===== src/hdl/cleb_pkg.sv =====
package cleb_pkg;

  localparam int LINE_DEPTH_DEF = 64;

  localparam int ACT_W  = 3;
  localparam int CHAR_W = 8;
  localparam int CNT_W  = 7;
  localparam int POS_W  = 6;

  localparam logic [CNT_W-1:0] MAX_LEN_RST = 7'd64;

  typedef enum logic [ACT_W-1:0] {
    ACT_INSERT    = 3'd0,
    ACT_BACKSPACE = 3'd1,
    ACT_FORWARD   = 3'd2,
    ACT_BACKWARD  = 3'd3,
    ACT_CLEAR     = 3'd4,
    ACT_READ      = 3'd5
  } action_t;

  typedef enum logic [2:0] {
    CELL_HOLD,
    CELL_INSERT,
    CELL_DELETE,
    CELL_CLEAR,
    CELL_LOAD,
    CELL_SHIFT
  } cell_op_t;

  typedef enum logic {
    ST_IDLE,
    ST_READ
  } ctrl_state_t;

  // broadcast from the controller to every cell
  typedef struct packed {
    cell_op_t          op;
    logic [CNT_W-1:0]  cursor;
    logic [CNT_W-1:0]  length;
    logic [POS_W-1:0]  pos;
    logic [CHAR_W-1:0] ch;
  } cell_cmd_t;

endpackage


===== src/hdl/cleb_cell.sv =====
module cleb_cell #(
  parameter int INDEX = 0
) (
  input  logic                        clk,
  input  logic                        rst_n,
  input  cleb_pkg::cell_cmd_t         cmd,
  input  logic [cleb_pkg::CHAR_W-1:0] left_data,
  input  logic [cleb_pkg::CHAR_W-1:0] right_data,
  input  logic [cleb_pkg::CHAR_W-1:0] right_carry,
  output logic [cleb_pkg::CHAR_W-1:0] data,
  output logic [cleb_pkg::CHAR_W-1:0] carry
);

  localparam logic [31:0] IDX  = 32'(INDEX);
  localparam logic [31:0] IDX1 = 32'(INDEX + 1);

  logic [cleb_pkg::CHAR_W-1:0] data_r, data_nxt;
  logic [cleb_pkg::CHAR_W-1:0] carry_r, carry_nxt;

  always_comb begin
    data_nxt  = data_r;
    carry_nxt = carry_r;
    case (cmd.op)
      cleb_pkg::CELL_INSERT: begin
        if (IDX == 32'(cmd.cursor)) begin
          data_nxt = cmd.ch;
        end else if (IDX > 32'(cmd.cursor) && IDX <= 32'(cmd.length)) begin
          data_nxt = left_data;
        end
      end
      cleb_pkg::CELL_DELETE: begin
        // vacated slot just past the new end is zeroed
        if (IDX1 == 32'(cmd.length)) begin
          data_nxt = '0;
        end else if (IDX1 >= 32'(cmd.cursor) && IDX1 < 32'(cmd.length)) begin
          data_nxt = right_data;
        end
      end
      cleb_pkg::CELL_CLEAR: begin
        data_nxt = '0;
      end
      cleb_pkg::CELL_LOAD: begin
        carry_nxt = (IDX == 32'(cmd.pos)) ? data_r : '0;
      end
      cleb_pkg::CELL_SHIFT: begin
        carry_nxt = right_carry;
      end
      default: begin
      end
    endcase
  end

  always_ff @(posedge clk) begin
    if (!rst_n) begin
      data_r <= '0;
    end else begin
      data_r <= data_nxt;
    end
  end

  always_ff @(posedge clk) begin
    carry_r <= carry_nxt;
  end

  assign data  = data_r;
  assign carry = carry_r;

endmodule


===== src/hdl/cleb_ctrl.sv =====
module cleb_ctrl #(
  parameter int LINE_DEPTH = cleb_pkg::LINE_DEPTH_DEF
) (
  input  logic                        clk,
  input  logic                        rst_n,
  input  logic                        in_valid,
  output logic                        in_stall,
  input  logic [cleb_pkg::ACT_W-1:0]  in_action,
  input  logic [cleb_pkg::CHAR_W-1:0] in_character,
  input  logic [cleb_pkg::CNT_W-1:0]  in_count,
  input  logic [cleb_pkg::POS_W-1:0]  in_position,
  input  logic                        cfg_wr_en,
  input  logic [cleb_pkg::CNT_W-1:0]  cfg_wr_data,
  output logic                        out_valid,
  input  logic                        out_stall,
  output logic [cleb_pkg::CNT_W-1:0]  out_cursor_pos,
  output logic [cleb_pkg::CNT_W-1:0]  out_line_length,
  output logic                        out_applied,
  output logic [cleb_pkg::CHAR_W-1:0] out_read_char,
  output logic                        out_at_start,
  output logic                        out_at_end,
  output logic                        out_is_empty,
  output logic                        out_is_full,
  output cleb_pkg::cell_cmd_t         cell_cmd,
  input  logic [cleb_pkg::CHAR_W-1:0] carry_head
);

  cleb_pkg::ctrl_state_t state_r, state_nxt;

  logic [cleb_pkg::CNT_W-1:0]  cursor_r, cursor_nxt;
  logic [cleb_pkg::CNT_W-1:0]  length_r, length_nxt;
  logic [cleb_pkg::CNT_W-1:0]  max_len_r;
  logic [cleb_pkg::POS_W-1:0]  cnt_r, cnt_nxt;
  logic                        rd_ok_r, rd_ok_nxt;
  logic                        out_valid_r, out_valid_nxt;
  logic [cleb_pkg::CNT_W-1:0]  out_cursor_r, out_length_r;
  logic                        out_applied_r, applied_nxt;
  logic [cleb_pkg::CHAR_W-1:0] out_char_r, char_nxt;
  logic                        out_start_r, out_end_r, out_empty_r, out_full_r;
  logic                        out_load;
  logic                        accept;
  logic [cleb_pkg::CNT_W-1:0]  limit;
  logic [cleb_pkg::CNT_W-1:0]  gap;

  // usable limit: register capped at the store depth
  assign limit = (32'(max_len_r) > 32'(LINE_DEPTH)) ? cleb_pkg::CNT_W'(LINE_DEPTH)
                                                   : max_len_r;
  assign gap = length_r - cursor_r;

  assign in_stall = !(state_r == cleb_pkg::ST_IDLE && (!out_valid_r || !out_stall));
  assign accept   = in_valid && !in_stall;

  always_comb begin
    state_nxt     = state_r;
    cursor_nxt    = cursor_r;
    length_nxt    = length_r;
    cnt_nxt       = cnt_r;
    rd_ok_nxt     = rd_ok_r;
    applied_nxt   = 1'b0;
    char_nxt      = '0;
    out_load      = 1'b0;
    out_valid_nxt = out_valid_r && out_stall;
    cell_cmd.op     = cleb_pkg::CELL_HOLD;
    cell_cmd.cursor = cursor_r;
    cell_cmd.length = length_r;
    cell_cmd.pos    = in_position;
    cell_cmd.ch     = in_character;
    case (state_r)
      cleb_pkg::ST_IDLE: begin
        if (accept) begin
          out_load = 1'b1;
          case (cleb_pkg::action_t'(in_action))
            cleb_pkg::ACT_INSERT: begin
              if (length_r < limit) begin
                cell_cmd.op = cleb_pkg::CELL_INSERT;
                cursor_nxt  = cursor_r + 1'b1;
                length_nxt  = length_r + 1'b1;
                applied_nxt = 1'b1;
              end
            end
            cleb_pkg::ACT_BACKSPACE: begin
              if (cursor_r != '0) begin
                cell_cmd.op = cleb_pkg::CELL_DELETE;
                cursor_nxt  = cursor_r - 1'b1;
                length_nxt  = length_r - 1'b1;
                applied_nxt = 1'b1;
              end
            end
            cleb_pkg::ACT_FORWARD: begin
              cursor_nxt = (in_count > gap) ? length_r : cursor_r + in_count;
            end
            cleb_pkg::ACT_BACKWARD: begin
              cursor_nxt = (cursor_r < in_count) ? '0 : cursor_r - in_count;
            end
            cleb_pkg::ACT_CLEAR: begin
              cell_cmd.op = cleb_pkg::CELL_CLEAR;
              cursor_nxt  = '0;
              length_nxt  = '0;
            end
            cleb_pkg::ACT_READ: begin
              // latch the addressed byte, then walk it down to cell 0
              cell_cmd.op = cleb_pkg::CELL_LOAD;
              out_load    = 1'b0;
              cnt_nxt     = in_position;
              rd_ok_nxt   = {1'b0, in_position} < length_r;
              state_nxt   = cleb_pkg::ST_READ;
            end
            default: begin
            end
          endcase
        end
      end
      cleb_pkg::ST_READ: begin
        if (cnt_r == '0) begin
          out_load  = 1'b1;
          char_nxt  = rd_ok_r ? carry_head : '0;
          state_nxt = cleb_pkg::ST_IDLE;
        end else begin
          cell_cmd.op = cleb_pkg::CELL_SHIFT;
          cnt_nxt     = cnt_r - 1'b1;
        end
      end
      default: begin
        state_nxt = cleb_pkg::ST_IDLE;
      end
    endcase
    if (out_load) begin
      out_valid_nxt = 1'b1;
    end
  end

  always_ff @(posedge clk) begin
    if (!rst_n) begin
      state_r <= cleb_pkg::ST_IDLE;
    end else begin
      state_r <= state_nxt;
    end
  end

  always_ff @(posedge clk) begin
    if (!rst_n) begin
      cursor_r    <= '0;
      length_r    <= '0;
      max_len_r   <= cleb_pkg::MAX_LEN_RST;
      out_valid_r <= 1'b0;
    end else begin
      cursor_r    <= cursor_nxt;
      length_r    <= length_nxt;
      out_valid_r <= out_valid_nxt;
      if (cfg_wr_en) begin
        max_len_r <= cfg_wr_data;
      end
    end
  end

  always_ff @(posedge clk) begin
    cnt_r   <= cnt_nxt;
    rd_ok_r <= rd_ok_nxt;
    if (out_load) begin
      out_cursor_r  <= cursor_nxt;
      out_length_r  <= length_nxt;
      out_applied_r <= applied_nxt;
      out_char_r    <= char_nxt;
      out_start_r   <= (cursor_nxt == '0);
      out_end_r     <= (cursor_nxt == length_nxt);
      out_empty_r   <= (length_nxt == '0);
      out_full_r    <= (length_nxt >= limit);
    end
  end

  assign out_valid       = out_valid_r;
  assign out_cursor_pos  = out_cursor_r;
  assign out_line_length = out_length_r;
  assign out_applied     = out_applied_r;
  assign out_read_char   = out_char_r;
  assign out_at_start    = out_start_r;
  assign out_at_end      = out_end_r;
  assign out_is_empty    = out_empty_r;
  assign out_is_full     = out_full_r;

endmodule


===== src/hdl/cursor_line_edit_buffer.sv =====
// channel   direction  handshake            payload
// in        input      in_valid / in_stall  in_action, in_character, in_count, in_position
// out       output     out_valid / out_stall  cursor, length, applied, read char, flags
// cfg       input      cfg_wr_en            cfg_wr_data (max_length)
//
// insert, backspace, forward, backward, clear and unused actions are applied directly:
// every cell updates from its neighbors at the accepting edge
// read latches the addressed byte, which then walks down the carry chain
// one cell per cycle to cell 0
// synchronous active-low reset empties the line, zeroes the store, limit back to 64
// a transaction is taken only while the controller is idle and the result register
// is empty or being drained in the same cycle
module cursor_line_edit_buffer #(
  parameter int LINE_DEPTH = cleb_pkg::LINE_DEPTH_DEF
) (
  input  logic                        clk,
  input  logic                        rst_n,
  input  logic                        in_valid,
  output logic                        in_stall,
  input  logic [cleb_pkg::ACT_W-1:0]  in_action,
  input  logic [cleb_pkg::CHAR_W-1:0] in_character,
  input  logic [cleb_pkg::CNT_W-1:0]  in_count,
  input  logic [cleb_pkg::POS_W-1:0]  in_position,
  input  logic                        cfg_wr_en,
  input  logic [cleb_pkg::CNT_W-1:0]  cfg_wr_data,
  output logic                        out_valid,
  input  logic                        out_stall,
  output logic [cleb_pkg::CNT_W-1:0]  out_cursor_pos,
  output logic [cleb_pkg::CNT_W-1:0]  out_line_length,
  output logic                        out_applied,
  output logic [cleb_pkg::CHAR_W-1:0] out_read_char,
  output logic                        out_at_start,
  output logic                        out_at_end,
  output logic                        out_is_empty,
  output logic                        out_is_full
);

  // command broadcast to the whole row of cells
  cleb_pkg::cell_cmd_t cell_cmd;

  // per-cell stored byte and read carry
  logic [cleb_pkg::CHAR_W-1:0] cell_data  [LINE_DEPTH];
  logic [cleb_pkg::CHAR_W-1:0] cell_carry [LINE_DEPTH];

  // controller: cursor, length, limit register, read sequencing, result register
  cleb_ctrl #(
    .LINE_DEPTH (LINE_DEPTH)
  ) u_ctrl (
    .clk             (clk),
    .rst_n           (rst_n),
    .in_valid        (in_valid),
    .in_stall        (in_stall),
    .in_action       (in_action),
    .in_character    (in_character),
    .in_count        (in_count),
    .in_position     (in_position),
    .cfg_wr_en       (cfg_wr_en),
    .cfg_wr_data     (cfg_wr_data),
    .out_valid       (out_valid),
    .out_stall       (out_stall),
    .out_cursor_pos  (out_cursor_pos),
    .out_line_length (out_line_length),
    .out_applied     (out_applied),
    .out_read_char   (out_read_char),
    .out_at_start    (out_at_start),
    .out_at_end      (out_at_end),
    .out_is_empty    (out_is_empty),
    .out_is_full     (out_is_full),
    .cell_cmd        (cell_cmd),
    .carry_head      (cell_carry[0])
  );

  // row of cells: insert pulls from the left neighbor, backspace from the right,
  // the read carry moves right to left toward cell 0
  for (genvar g = 0; g < LINE_DEPTH; g++) begin : g_cell
    logic [cleb_pkg::CHAR_W-1:0] left_data;
    logic [cleb_pkg::CHAR_W-1:0] right_data;
    logic [cleb_pkg::CHAR_W-1:0] right_carry;

    if (g == 0) begin : g_first
      assign left_data = '0;
    end else begin : g_inner_l
      assign left_data = cell_data[g-1];
    end

    if (g == LINE_DEPTH - 1) begin : g_last
      assign right_data  = '0;
      assign right_carry = '0;
    end else begin : g_inner_r
      assign right_data  = cell_data[g+1];
      assign right_carry = cell_carry[g+1];
    end

    cleb_cell #(
      .INDEX (g)
    ) u_cell (
      .clk         (clk),
      .rst_n       (rst_n),
      .cmd         (cell_cmd),
      .left_data   (left_data),
      .right_data  (right_data),
      .right_carry (right_carry),
      .data        (cell_data[g]),
      .carry       (cell_carry[g])
    );
  end

`ifndef SYNTH
  // cursor never runs past the end of the line
  a_cursor_in_line: assert property (@(posedge clk) disable iff (!rst_n)
    out_valid |-> out_cursor_pos <= out_line_length)
    else $error("cursor beyond line length");

  // an edit that changed the line never returns a read byte
  a_edit_no_char: assert property (@(posedge clk) disable iff (!rst_n)
    out_valid && out_applied |-> out_read_char == '0)
    else $error("read byte on an applied edit");

  // empty line implies cursor at start and at end
  a_empty_cursor: assert property (@(posedge clk) disable iff (!rst_n)
    out_valid && out_is_empty |-> out_at_start && out_at_end)
    else $error("empty line with cursor off origin");

  // a read transaction holds off the next one while the carry walks
  a_read_busy: assert property (@(posedge clk) disable iff (!rst_n)
    in_valid && !in_stall && in_action == cleb_pkg::ACT_READ |=> in_stall)
    else $error("input taken during read walk");
`endif

endmodule

===== config.mk =====
export PLATFORM = sky130hd
export DESIGN_NAME = cursor_line_edit_buffer
export DESIGN_NICKNAME = d
export VERILOG_FILES = /design/src/hdl/cleb_pkg.sv /design/src/hdl/cleb_cell.sv /design/src/hdl/cleb_ctrl.sv /design/src/hdl/cursor_line_edit_buffer.sv
export SDC_FILE = /design/constraint.sdc
export NUM_CORES = 2
export LEC_CHECK = 0
export ABC_AREA = 1
export BUFFER_PORTS_ARGS = -buffer_cell sky130_fd_sc_hd__buf_4
export CAP_MARGIN = 10
export CORE_MARGIN = 4
export CORE_UTILIZATION = 35
export CTS_BUF_LIST = sky130_fd_sc_hd__clkbuf_4 sky130_fd_sc_hd__clkbuf_8 sky130_fd_sc_hd__clkbuf_16
export DETAILED_ROUTE_END_ITERATION = 7
export RECOVER_POWER = 50
export SLEW_MARGIN = 20
export SYNTH_ARGS = -nofsm -noshare
export SYNTH_HDL_FRONTEND = slang
export SYNTH_SLANG_ARGS = --single-unit

===== constraint.sdc =====
create_clock -name clk -period 47.1 [get_ports clk]
set_input_delay 9.42 -clock clk [delete_from_list [all_inputs] [get_ports clk]]
set_output_delay 9.42 -clock clk [all_outputs]
set_load 0.1 [all_outputs]

==> run metrics <==
dominant cell type by area after synthesis=edfxtp_1; share of the synthesized area in the top cell type=about a quarter; # port buffers=between 60 and 70; final worst slack=about 26 ns; Total Routing Usage GR=about 26%; Boundary Pins=65; drt first pass iters=8; core region area=roughly 0.20 mm^2; status=finished, violations left; Synth-to-Final Area Change=8.390%; leading register cell type out of synthesis=edfxtp_1; share of layout cells above drive strength 1=a little over 5%; post-synthesis cell count=about 11000; # rows=162; complex-gate fraction of the synthesized area=9.066%; CTS H-tree depth=3; PostCTS Resize Cnt=0; Pins Over Slew Limit=462; leakage power=approximately 33 nW; CTS tree=yes; yosys warns=0; hold_buf cts=0; number of global-route vias before repair=about 66000; crit path time final=21.45 ns; Synth Area in XOR/XNOR=less than 1%; Setup Fix Bufs, Post-CTS=0; pwr dens=36.96 mW/mm^2; Final Setup Violations=0; routed len/inst=20.99 um; Filler cells=~21000; Distinct cells, synth=52; # nets final=10400; Critical Path RT=47.51 ns; Initial Util=between 30% and 40%; number of vias per cell=~5.5; initial antenna violation count=19; largest net degree at the start of global routing=about 220; clk slew on worst S/H paths=around 0.06 ns; Adder-Cell Fraction of Synth Area=between 1 and 1.5%; Post-synth EDFFs=~550; total negative slack=0 ns; RSZ-0062 raised after global routing=false; Die H=roughly 450 um; Fin. Hold Viols=0; register area share after synthesis=between 30% and 40%; Critical Path Source Type=input port; pre-CTS setup slack=27.66 ns; maxcap violations=5; CTS max path bufs=3; gpl congestion=around 1.0; syn nets=10790; ys async rst share=0%; die area=0.2049 mm^2; post-DP HPWL=between 150000 and 200000 um; Rel. slew slack=-500.8%; Simple-Gate Fraction of Synth Area=40.17%; WS Path Type=input port to flop; initial DRC count=9122; largest family of logic cells by synthesized area=simple AND/OR/NAND/NOR gates; Final ANT Viol Nets=0; clock root buffer=clkbuf_16; CTS sink count=roughly 1100; TritonCTS buffer count=approximately 120; Max Clk Rate=46.63 MHz; global route overflow=0; total wire length=273900 um; actual slew at the worst max-slew pin=around 9 ns; fin crit share=45.53%; mux contribution to synthesized area=0%; hold crit path type=flop to flop; Die X=approximately 450 um; violated checks=design-rule violations, max-capacitance violations, max-slew violations; clk_skew=between 0.04 and 0.05 ns; syn avg cell area=6.468 um^2; first-pass GRT wire length=slightly above 400000 um; Remaining DRCs=6; top post-synthesis cells by area=edfxtp_1 24%, nand2_1 19%, dfxtp_1 15%; Clock Latency Late Sink=approximately 0.84 ns; Worst Setup End Kind=flop; total number of vias=approximately 72000; VDD IR max=about 0.000033 V; CP max FO=150; arrival time at the worst endpoint=21.85 ns; synthesized area=0.06920 mm^2; synthesized flop and latch total=1081
per-stage QoR:
stage / hold slack, ns / util (%) / cell area (um^2) / std cells / power (W)
after floorplan: 0.4516 / - / 69200 / 10700 / 0.001579
after global placement: 0.4676 / 36.19 / 70850 / 12800 / 0.001732
after detailed placement: 0.4761 / 36.19 / 70860 / 12800 / 0.001740
after CTS: 0.4897 / 38.37 / 75130 / 13030 / 0.002765
after global routing: 0.5188 / 38.29 / 74980 / 13040 / 0.002900
final: 0.4851 / 38.31 / 75000 / 13050 / 0.002772
Yosys cell counts (12+ instances only):
| master | count |
|---|---|
| inv_1 | 1094 |
| nor2_1 | 1451 |
| dfxtp_1 | 535 |
| nand3_2 | 12 |
| nand4_2 | 47 |
| o21ai_0 | 635 |
| buf_4 | 28 |
| buf_1 | 15 |
| nor2_4 | 19 |
| nor3_1 | 33 |
| buf_2 | 215 |
| a21oi_1 | 520 |
| nand2_1 | 3469 |
| ha_1 | 56 |
| o31ai_1 | 13 |
| edfxtp_1 | 546 |
| nor2_2 | 74 |
| clkbuf_1 | 406 |
| inv_2 | 16 |
| nand4_1 | 439 |
| nand3_1 | 972 |
metal layers:
metal | routed length [um] | track usage [%]
met5 | 27 | 0.1166
met4 | 14750 | 12.70
met3 | 29990 | 6.269
met2 | 117800 | 39.49
met1 | 111400 | 34.05
cell type report:
class,instances,area (um^2),share of cell area [%]
flip-flops and latches,1081,27110,36.14
multi-input cells,7829,35050,46.73
well taps,2624,3283,4.377
inverters,1120,4222,5.628
clock inverters,75,855.8,1.141
clock buffers,153,3408,4.544
diodes,20,50.05,0.06673
repair buffers,149,1027,1.370
placed cells by master, fill, tap and decap left out, types with 13 or more instances in the layout:
| master | n |
|---|---|
| a21oi_1 | 520 |
| buf_4 | 102 |
| bufinv_16 | 15 |
| clkbuf_1 | 41 |
| clkbuf_16 | 124 |
| clkbuf_4 | 16 |
| clkbuf_8 | 14 |
| clkinv_1 | 25 |
| clkinv_2 | 31 |
| dfxtp_1 | 535 |
| diode_2 | 20 |
| edfxtp_1 | 546 |
| ha_1 | 56 |
| inv_1 | 1093 |
| inv_2 | 13 |
| nand2_1 | 3469 |
| nand3_1 | 972 |
| nand4_1 | 439 |
| nand4_2 | 47 |
| nor2_1 | 1431 |
| nor2_2 | 94 |
| nor2_4 | 19 |
| nor3_1 | 32 |
| o21ai_0 | 637 |
| o31ai_1 | 13 |
registers in the layout, indices dropped and copies added (netlist names):
signal,cells
u_ctrl.cnt_r,6
u_ctrl.state_r,1
u_ctrl.out_applied,1
u_ctrl.out_read_char,8
u_ctrl.rd_ok_r,1
g_cell.u_cell.carry,512
u_ctrl.out_at_start,1
u_ctrl.out_is_empty,1
u_ctrl.out_at_end,1
u_ctrl.out_is_full,1
u_ctrl.max_len_r,7
u_ctrl.out_line_length,7
u_ctrl.out_cursor_pos,7
u_ctrl.cursor_r,7
u_ctrl.length_r,7
g_cell.u_cell.data,512
u_ctrl.out_valid,1
report_power, final:
part	internal, W	switching (W)	leakage (nW)
Sequential	0.00107	0.0000560	9.55
Clock	0.000594	0.000433	2.12
Combinational	0.000175	0.000446	20.8
Total	0.00184	0.000936	32.5
path summary, 6_finish.rpt:
check,depth (start not counted),start,slack [ns],endpoint
setup / recovery,9,in_action[2],25.65,g_cell[26].u_cell.carry[4]
hold / removal,2,g_cell[63].u_cell.data[1],0.49,g_cell[63].u_cell.data[1]
setup reg to reg,12,u_ctrl.cnt_r[0],33.56,g_cell[26].u_cell.carry[4]
hold reg to reg,2,g_cell[63].u_cell.data[1],0.49,g_cell[63].u_cell.data[1]
worst max-delay path, stage by stage:
cell	delay (ns)
clkbuf_1	0.23
inv_1	0.09
nor3_1	0.38
inv_1	0.12
o21ai_0	0.36
clkbuf_1	2.35
clkbuf_1	6.40
buf_4	1.36
buf_12	0.61
cell families after synthesis:
kind of cell	Yosys count
AOI/OAI and AO/OA	1221
xor gates and xnor gates	15
adders and majority gates	59
buffers and inverters	1789
DFF	1081
and+or+nand+nor	6534
Power figures use the tool's default switching activity.
